File: src/idr_pkg.sv
`default_nettype none

package idr_pkg;

  // Fixed field widths of the stream words
  localparam int unsigned VALUE_W = 32;
  localparam int unsigned POS_W   = 10;
  localparam int unsigned HELD_W  = 11;

  typedef enum logic [2:0] {
    REQ_PUSH_FRONT = 3'd0,
    REQ_PUSH_BACK  = 3'd1,
    REQ_POP_FRONT  = 3'd2,
    REQ_POP_BACK   = 3'd3,
    REQ_PEEK_FRONT = 3'd4,
    REQ_PEEK_BACK  = 3'd5,
    REQ_READ_POS   = 3'd6,
    REQ_WRITE_POS  = 3'd7
  } req_e;

  typedef enum logic [1:0] {
    ST_OK    = 2'd0,
    ST_EMPTY = 2'd1,
    ST_FULL  = 2'd2,
    ST_RANGE = 2'd3
  } status_e;

  // Response bookkeeping that travels alongside a memory access
  typedef struct packed {
    logic [HELD_W-1:0] items_held;
    status_e           status;
    logic              rd;        // response data comes from the ring read
  } meta_t;

endpackage

`default_nettype wire

File: src/idr_ctrl.sv
`default_nettype none

module idr_ctrl #(
  parameter int unsigned RING_DEPTH = 1024,
  parameter int unsigned ITEM_WIDTH = 32,
  localparam int unsigned AW = $clog2(RING_DEPTH),
  localparam int unsigned CW = $clog2(RING_DEPTH + 1)
) (
  input  wire logic                         clk_i,
  input  wire logic                         rst_ni,
  input  wire logic                         req_valid_i,
  input  wire idr_pkg::req_e                req_type_i,
  input  wire logic [idr_pkg::VALUE_W-1:0]  item_value_i,
  input  wire logic [idr_pkg::POS_W-1:0]    position_i,
  output logic                              mem_we_o,
  output logic                              mem_re_o,
  output logic      [AW-1:0]                mem_addr_o,
  output logic      [ITEM_WIDTH-1:0]        mem_wdata_o,
  output idr_pkg::meta_t                    meta_o
);

  localparam int unsigned CmpW = (CW > idr_pkg::POS_W) ? CW : idr_pkg::POS_W;
  localparam logic [AW:0] DepthW = (AW + 1)'(RING_DEPTH);
  localparam logic [AW-1:0] LastSlot = AW'(RING_DEPTH - 1);

  logic [AW-1:0]    front_q, front_d;
  logic [CW-1:0]    cnt_q, cnt_d;
  logic             full, empty, pos_ok;
  logic [AW-1:0]    front_dec, front_inc, off, slot;
  logic [AW:0]      sum;
  logic             we, re, at_front;
  idr_pkg::status_e status;

  assign full      = (cnt_q == CW'(RING_DEPTH));
  assign empty     = (cnt_q == '0);
  assign pos_ok    = (CmpW'(position_i) < CmpW'(cnt_q));
  assign front_dec = (front_q == '0) ? LastSlot : front_q - AW'(1);
  assign front_inc = (front_q == LastSlot) ? '0 : front_q + AW'(1);

  // offset from the front, wrapped once (offset is below the depth for every request that touches memory)
  assign sum  = {1'b0, front_q} + {1'b0, off};
  assign slot = (sum >= DepthW) ? AW'(sum - DepthW) : sum[AW-1:0];

  always_comb begin
    cnt_d    = cnt_q;
    front_d  = front_q;
    status   = idr_pkg::ST_OK;
    off      = '0;
    we       = 1'b0;
    re       = 1'b0;
    at_front = 1'b0;
    unique case (req_type_i)
      idr_pkg::REQ_PUSH_FRONT: begin
        if (full) begin
          status = idr_pkg::ST_FULL;
        end else begin
          we       = 1'b1;
          at_front = 1'b1;
          front_d  = front_dec;
          cnt_d    = cnt_q + CW'(1);
        end
      end
      idr_pkg::REQ_PUSH_BACK: begin
        off = AW'(cnt_q);
        if (full) begin
          status = idr_pkg::ST_FULL;
        end else begin
          we    = 1'b1;
          cnt_d = cnt_q + CW'(1);
        end
      end
      idr_pkg::REQ_POP_FRONT, idr_pkg::REQ_PEEK_FRONT: begin
        if (empty) begin
          status = idr_pkg::ST_EMPTY;
        end else begin
          re = 1'b1;
          if (req_type_i == idr_pkg::REQ_POP_FRONT) begin
            front_d = front_inc;
            cnt_d   = cnt_q - CW'(1);
          end
        end
      end
      idr_pkg::REQ_POP_BACK, idr_pkg::REQ_PEEK_BACK: begin
        off = AW'(cnt_q - CW'(1));
        if (empty) begin
          status = idr_pkg::ST_EMPTY;
        end else begin
          re = 1'b1;
          if (req_type_i == idr_pkg::REQ_POP_BACK) begin
            cnt_d = cnt_q - CW'(1);
          end
        end
      end
      idr_pkg::REQ_READ_POS: begin
        off = AW'(position_i);
        if (!pos_ok) begin
          status = idr_pkg::ST_RANGE;
        end else begin
          re = 1'b1;
        end
      end
      idr_pkg::REQ_WRITE_POS: begin
        off = AW'(position_i);
        if (!pos_ok) begin
          status = idr_pkg::ST_RANGE;
        end else begin
          we = 1'b1;
        end
      end
      default: begin
        status = idr_pkg::ST_OK;
      end
    endcase
  end

  always_ff @(posedge clk_i or negedge rst_ni) begin
    if (!rst_ni) begin
      front_q <= '0;
      cnt_q   <= '0;
    end else if (req_valid_i) begin
      front_q <= front_d;
      cnt_q   <= cnt_d;
    end
  end

  assign mem_we_o    = req_valid_i && we;
  assign mem_re_o    = req_valid_i && re;
  assign mem_addr_o  = at_front ? front_dec : slot;
  assign mem_wdata_o = ITEM_WIDTH'(item_value_i);

  assign meta_o.items_held = idr_pkg::HELD_W'(cnt_d);
  assign meta_o.status     = status;
  assign meta_o.rd         = re;

endmodule

`default_nettype wire

File: config.mk
export PLATFORM = sky130hd
export DESIGN_NAME = idr_ctrl
export DESIGN_NICKNAME = d
export VERILOG_FILES = /design/src/idr_pkg.sv /design/src/idr_ctrl.sv
export SDC_FILE = /design/constraint.sdc
export NUM_CORES = 1
export LEC_CHECK = 0
export BUFFER_PORTS_ARGS = -buffer_cell sky130_fd_sc_hd__clkbuf_2
export CAP_MARGIN = 20
export CORE_ASPECT_RATIO = 1.5
export CORE_MARGIN = 8
export CORE_UTILIZATION = 48
export CTS_CLUSTER_DIAMETER = 200
export CTS_CLUSTER_SIZE = 20
export DETAILED_ROUTE_END_ITERATION = 12
export GPL_TIMING_DRIVEN = 0
export PLACE_DENSITY = 0.79
export SLEW_MARGIN = 30
export SYNTH_ARGS = -nofsm -noshare
export SYNTH_HDL_FRONTEND = slang
export SYNTH_SLANG_ARGS = --single-unit
File: constraint.sdc
create_clock -name clk_i -period 3.55 [get_ports clk_i]
set_clock_uncertainty 0.2 [all_clocks]
set_input_delay 0.1775 -clock clk_i [delete_from_list [all_inputs] [get_ports clk_i]]
set_output_delay 0.1775 -clock clk_i [all_outputs]
set_load 0.005 [all_outputs]
==> flow_summary.toml, run 1 <==
[status]
outcome = "complete, no violations"

[placement]
dpl.hpwl_um = 9100
routabilityCongestion = 0.9845
dp.cells = 634
dp_slack_ns = -0.4973
port_buffers = 72

[clocking]
clk_path_buf_depth = 2
cts_root_buf = "clkbuf_8"
cts_sinks = 21
clk_latency_ns = 0.28
cts_tree = "done"
cts-buffers-inserted = 3
h-tree-depth = 1
clk_pin_slew_ns = 0.11

[timing]
slew-limit-headroom_pct = 46.37
finalHoldViolations = 0
slew_violations = 0
fin_crit_sh_pct = 98.28
setup_violations = 0
max_slew.worst_pin.slew_ns = 0.7940
fmax_mhz = 286.6
layout_setup_ws_ns = 0.06123
finalSetupTns_ns = 0
rsz0062_at_grt = "yes"
min_period_ns = 3.489

[logic_synthesis]
synth_top_area_share_pct = 15.36
yosysTopAreaCell = "dfrtp_1"
synth.distinct_cells = 65
synth_nets = 556
synth_edf_count = 0
synth_seq_cells = 21
ys_async_sr_fraction_pct = 100.0
ys_seq_area_share_pct = 15.36
yosys_warnings = 0
synth_area_leaders = "dfrtp_1 (15%), ha_1 (8.4%), buf_4 (7.2%), a21oi_1 (6.3%), o21ai_0 (5.4%)"
syn_area_per_cell_um2 = 7.068
postSynthCellCount = 484
synthFlopType = "dfrtp_1"
synthesis.area_um2 = 3421

[detailed_routing]
vias = 4015
routed_wl_um = 11890
firstDrtPassIters = 5
drtAntennaViolNets = 0
drc = 0
initialDrtViolationCount = 232
routed_via_density = 6.167
wire_per_inst_um = 18.26

[critical_path]
slowest_delay_ns = 0.41
startpoint = "cnt_q[0]"
rrSetupSlack_ns = 0.69
critPathCapture = "mem_addr_o[8]"
cp_slowest_cell = "dfrtp_2"
path_class = "register to primary output"
cp_max_fo = 5
cp-end-kind = "primary output"
worstPathRequired_ns = 3.17
cp.depth = 14
startpoint_type = "register"
worstRegToRegCells = 11
r2r_end = "front_q[0]"
timing.rr.start = "cnt_q[0]"
worstPathArrival_ns = 3.11
cp_cell_sequence = "clkinvlp_4, ha_4, nor3b_4, maj3_2, o21ai_1, a22o_1, ha_4, nor2_4, nor2b_4, a2111oi_4, nor3_2, xnor2_1, o21ai_1, buf_2"
critical-path-top-delay-family = "compound AO/OA/AOI/OAI gates"
cp_num_buf_inv = 2

[floorplanning]
ioPinCount = 106
die_h_um = 119.4
die_w_um = 84.93
fp-row-count = 37
core_um2 = 6898
die-area_um2 = 10140
initial_core_util_pct = 49.59

[pwr]
p_leak_uw = 0.001900
power_frac_seq_pct = 17.2
sw_frac_of_total_pct = 49.31
p_sw_uw = 1360
power_density_nw_per_um2 = 646.7
clkPwrFrac_pct = 6.6
ir_worst_vdd_v = 0.0003169
p_int_uw = 1398
p_comb_share_pct = 76.3

[global_route]
grt_max_degree = 22
grt_util_all_layers_pct = 21.86
grt_first_pass_wirelength_um = 18430
grt_antenna_before_repair = 0
gr-total-overflow = 0
grt_pass1_vias = 3821

[run]
drv_cap = 0

[layout]
fin_cells = 651
seq_area_um2 = 530.5
drive_above_1_share_pct = 32.11
post-route-util_pct = 61.82
fillers = 634
syn_to_final_growth_pct = 24.65
multi_input_area_um2 = 2615
num_antenna_cells = 0
final_nets = 646

[hold_path]
hold_class = "input pin to register"
metrics by stage:
stage | total power [µW] | hold slack, ns | cell area (µm²)
after floorplan | 1692 | -0.3181 | 3421
after global placement | 2134 | 0.01820 | 3879
after detailed placement | 2177 | 0.01531 | 3879
after CTS | 2519 | 0.1434 | 4081
after global routing | 2969 | 0.1773 | 4264
final | 2758 | 0.1216 | 4264
worst min path at each step:
| stage | from | endpoint | slack [ns] | depth (start not counted) |
|---|---|---|---|---|
| final | req_valid_i | cnt_q[5] | 0.12 | 3 |
| after global routing | req_valid_i | cnt_q[10] | 0.18 | 4 |
| after CTS | req_valid_i | cnt_q[5] | 0.14 | 3 |
| after detailed placement | rst_ni | front_q[0] | 0.02 | 1 |
| after global placement | rst_ni | front_q[0] | 0.02 | 1 |
| after floorplan | rst_ni | cnt_q[0] | -0.32 | 0 |
registers in the layout (all words and copies together) (netlist names):
| signal | count |
|---|---|
| cnt_q | 11 |
| front_q | 10 |
cell usage after synthesis (all sizes together), types with 4 or more instances:
cell type   n
nor3b       4
a22o       10
clkbuf     25
xnor2      15
inv        17
maj3        6
a21oi      43
o211ai      5
o22ai       5
ha         23
nor4        4
a31oi      15
nand2      44
xor2       11
o21ai      41
and3        5
nand3      20
a21o        8
nand4       4
nand2b      5
or3         5
nor3       15
dfrtp      21
and2        7
buf        42
nor2       42
layout by cell type, fill, tap and decap left out, types with 15 or more instances in the layout:
cell,instances
clkbuf_2,75
buf_4,48
nand2_1,44
nor2_1,40
a21oi_1,39
o21ai_0,32
nand3_1,20
dfrtp_1,17
clkbuf_1,16
ha_1,16
inv_1,15
a31oi_1,15
xnor2_1,15
area by class of cell:
type	count	area share, %
well taps	78	2.289
clock inverters	1	0.1174
flip-flops and latches	21	12.44
repair buffers	89	11.59
inverters	18	1.878
multi-input cells	378	61.33
clock buffers	3	0.9683
plain buffers	63	9.390
cells by family (layout without fill, tap and decap cells):
logic type,count (synthesis),in the layout,share of synthesized area (%)
AOI/OAI and AO/OA,151,151,27.65
xor gates and xnor gates,26,26,6.877
adders and majority gates,30,30,10.75
buffers and inverters,85,174,13.61
DFF,21,21,15.36
muxes,2,2,0.6218
and+or+nand+nor,169,169,25.13
power by group through the flow:
stage	clock, µW	sequential, µW	combinational [µW]
2_1_floorplan	0	400	1290
3_3_place_gp	0	423	1710
3_5_place_dp	0	429	1750
4_1_cts	176	451	1890
5_1_grt	189	485	2290
6_report	181	473	2100
worst min-delay path: stages:
cell and delay [ns]:
clkbuf_2 0.13, nor3b_1 0.17, o21ai_0 0.09
layer usage:
metal  vias up  global-route usage (%)  wire, µm
li1       1891                       -         -
met1      1865                   22.72      4492
met2       218                   41.79      6177
met3        41                   3.166       736
met4         0                   9.630       478
met5         -                       0         0
repair_timing:
| item | CTS | global route |
|---|---|---|
| gates cloned | 0 | 0 |
| hold endpoints to repair | 21 | 0 |
| pin swaps | 4 | 13 |
| setup endpoints to repair | 17 | 5 |
| buffers inserted | 9 | 7 |
| gates resized for setup | 28 | 33 |
| hold buffers | 1 | 0 |
No activity file was read; power rests on OpenSTA's default activity.
==> run 2, diff against run 1 <==
- CORE_UTILIZATION: 48 -> 57
- PLACE_DENSITY: 0.79 -> 0.88
- clock period: 3.55 -> 4.2 ns (I/O delays scaled with it)
==> run 2 against run 1 <==
  * Non-clock buffer count fell by 10
  * Wire length down 0.25%
  * Design area decreased by 6.3%
  * Via count shrank 1.9%
  * Sequential share of layout area increased by 0.78 points
  * Highest routed layer unchanged
==> flow_summary.toml, run 2 (synthesized netlist as in run 1, its figures left out) <==
[floorplanning]
die_w_um = 79.25
ioPinCount = 106
core_um2 = 5786
fp-row-count = 34
die_h_um = 110.9
die-area_um2 = 8787
initial_core_util_pct = 59.13

[critical_path]
startpoint = "cnt_q[0]"
r2r_end = "front_q[0]"
path_class = "register to primary output"
timing.rr.start = "cnt_q[0]"
startpoint_type = "register"
cp_max_fo = 10
rrSetupSlack_ns = 1.16
worstPathArrival_ns = 3.60
critPathCapture = "mem_addr_o[8]"
cp-end-kind = "primary output"
worstRegToRegCells = 11
worstPathRequired_ns = 3.79

[clocking]
clk_latency_ns = 0.28
cts-buffers-inserted = 3
clk_pin_slew_ns = 0.10
cts_root_buf = "clkbuf_8"
clk_path_buf_depth = 2
h-tree-depth = 1
cts_sinks = 21
cts_tree = "done"

[placement]
port_buffers = 72
routabilityCongestion = 0.9575
dpl.hpwl_um = 9413

[global_route]
grt_util_all_layers_pct = 26.46
grt_antenna_before_repair = 0
gr-total-overflow = 0
grt_max_degree = 22
grt_pass1_vias = 4088
grt_first_pass_wirelength_um = 19250

[timing]
fin_crit_sh_pct = 95.58
fmax_mhz = 249.1
max_slew.worst_pin.slew_ns = 0.8070
finalHoldViolations = 0
min_period_ns = 4.014
slew_violations = 0
slew-limit-headroom_pct = 45.49
setup_violations = 0

[layout]
final_cell_mix = "clkbuf_2 (74), nand2_1 (44), a21oi_1 (42)"
syn_to_final_growth_pct = 16.75
drive_above_1_share_pct = 25.40
seq_area_um2 = 528.0
num_antenna_cells = 0
multi_input_area_um2 = 2469
final_nets = 636
top_register = "cnt_q"
largestRegisters = "cnt_q x11, front_q x10"
largest_reg_flops = 11
layout_commonest_cell = "clkbuf_2"
fillers = 527
post-route-util_pct = 69.03

[detailed_routing]
firstDrtPassIters = 5
vias = 3938
drc = 0
initialDrtViolationCount = 257
wire_per_inst_um = 18.67
routed_wl_um = 11860
drtAntennaViolNets = 0
routed_via_density = 6.202

[run]
drv_cap = 0

[pwr]
p_leak_uw = 0.001826
power_density_nw_per_um2 = 522.5
ir_worst_vdd_v = 0.0003463
finalPower_uw = 2087

[status]
outcome = "complete, no violations"

[hold_path]
hold_class = "input pin to register"
==> run 2: worst min path at each step <==
stage / startpoint / end / slack, ns / cells after the start
floorplan: rst_ni / cnt_q[0] / -0.29 / 0
global placement: rst_ni / cnt_q[8] / 0.06 / 1
detailed placement: rst_ni / cnt_q[8] / 0.06 / 1
CTS: req_valid_i / cnt_q[5] / 0.17 / 3
global route: req_valid_i / cnt_q[5] / 0.19 / 3
finish: req_valid_i / cnt_q[5] / 0.17 / 3
==> run 2: area by class of cell <==
cell class / instances / area share [%]
sequential: 21 / 13.22
inverter: 18 / 1.692
tap: 72 / 2.256
clock buffer: 3 / 1.034
timing repair buffer: 76 / 9.837
buffer: 66 / 10.03
clock inverter: 1 / 0.1253
multi-input combinational: 378 / 61.81
==> run 2: worst max-delay path, stage by stage (launching register included) <==
cell and delay, ns:
dfrtp_2 0.50, inv_1 0.17, ha_1 0.39, nor2_1 0.06
a22o_1 0.18, nand2_1 0.05, o21ai_1 0.12, fa_2 0.43
a21oi_2 0.19, o21ai_0 0.14, a2111oi_1 0.45, nor3_1 0.16
xnor2_1 0.15, o21ai_0 0.18, clkbuf_2 0.15
==> run 2: what timing repair did <==
| action | in CTS | in global routing |
|---|---|---|
| hold buffers | 1 | 0 |
| gates resized for setup | 5 | 13 |
| buffers inserted | 2 | 1 |
| endpoints found under the setup margin | 1 | 5 |
| endpoints found under the hold margin | 21 | 0 |
| pin swaps | 0 | 1 |
==> run 2: metal layers <==
layer | vias up | track usage [%] | routed length [µm]
li1 | 1872 | - | -
met1 | 1824 | 26.46 | 4027
met2 | 198 | 49.31 | 6504
met3 | 44 | 4.870 | 838
met4 | 0 | 13.17 | 483
met5 | - | 0 | 0
==> run 2: stage by stage <==
step                      worst slack, ns  area (µm²)  instances    TNS, ns  hold WS [ns]
after global routing             -0.01582        3994        635   -0.01582        0.1912
final                              0.1858        3994        635          0        0.1714
after global placement             0.1130        3871        628          0       0.05992
after floorplan                    0.7428        3421        484          0       -0.2856
after CTS                        0.008805        3956        634          0        0.1739
after detailed placement        -0.009052        3871        628  -0.009052       0.06336
==> run 2: where the power goes <==
group	internal, µW	switching [µW]	leakage [µW]	total [µW]
Sequential	278	110	0.000264	388
Clock	66.6	83.5	0.0000255	150
Combinational	681	867	0.00154	1550
Total	1030	1060	0.00183	2090
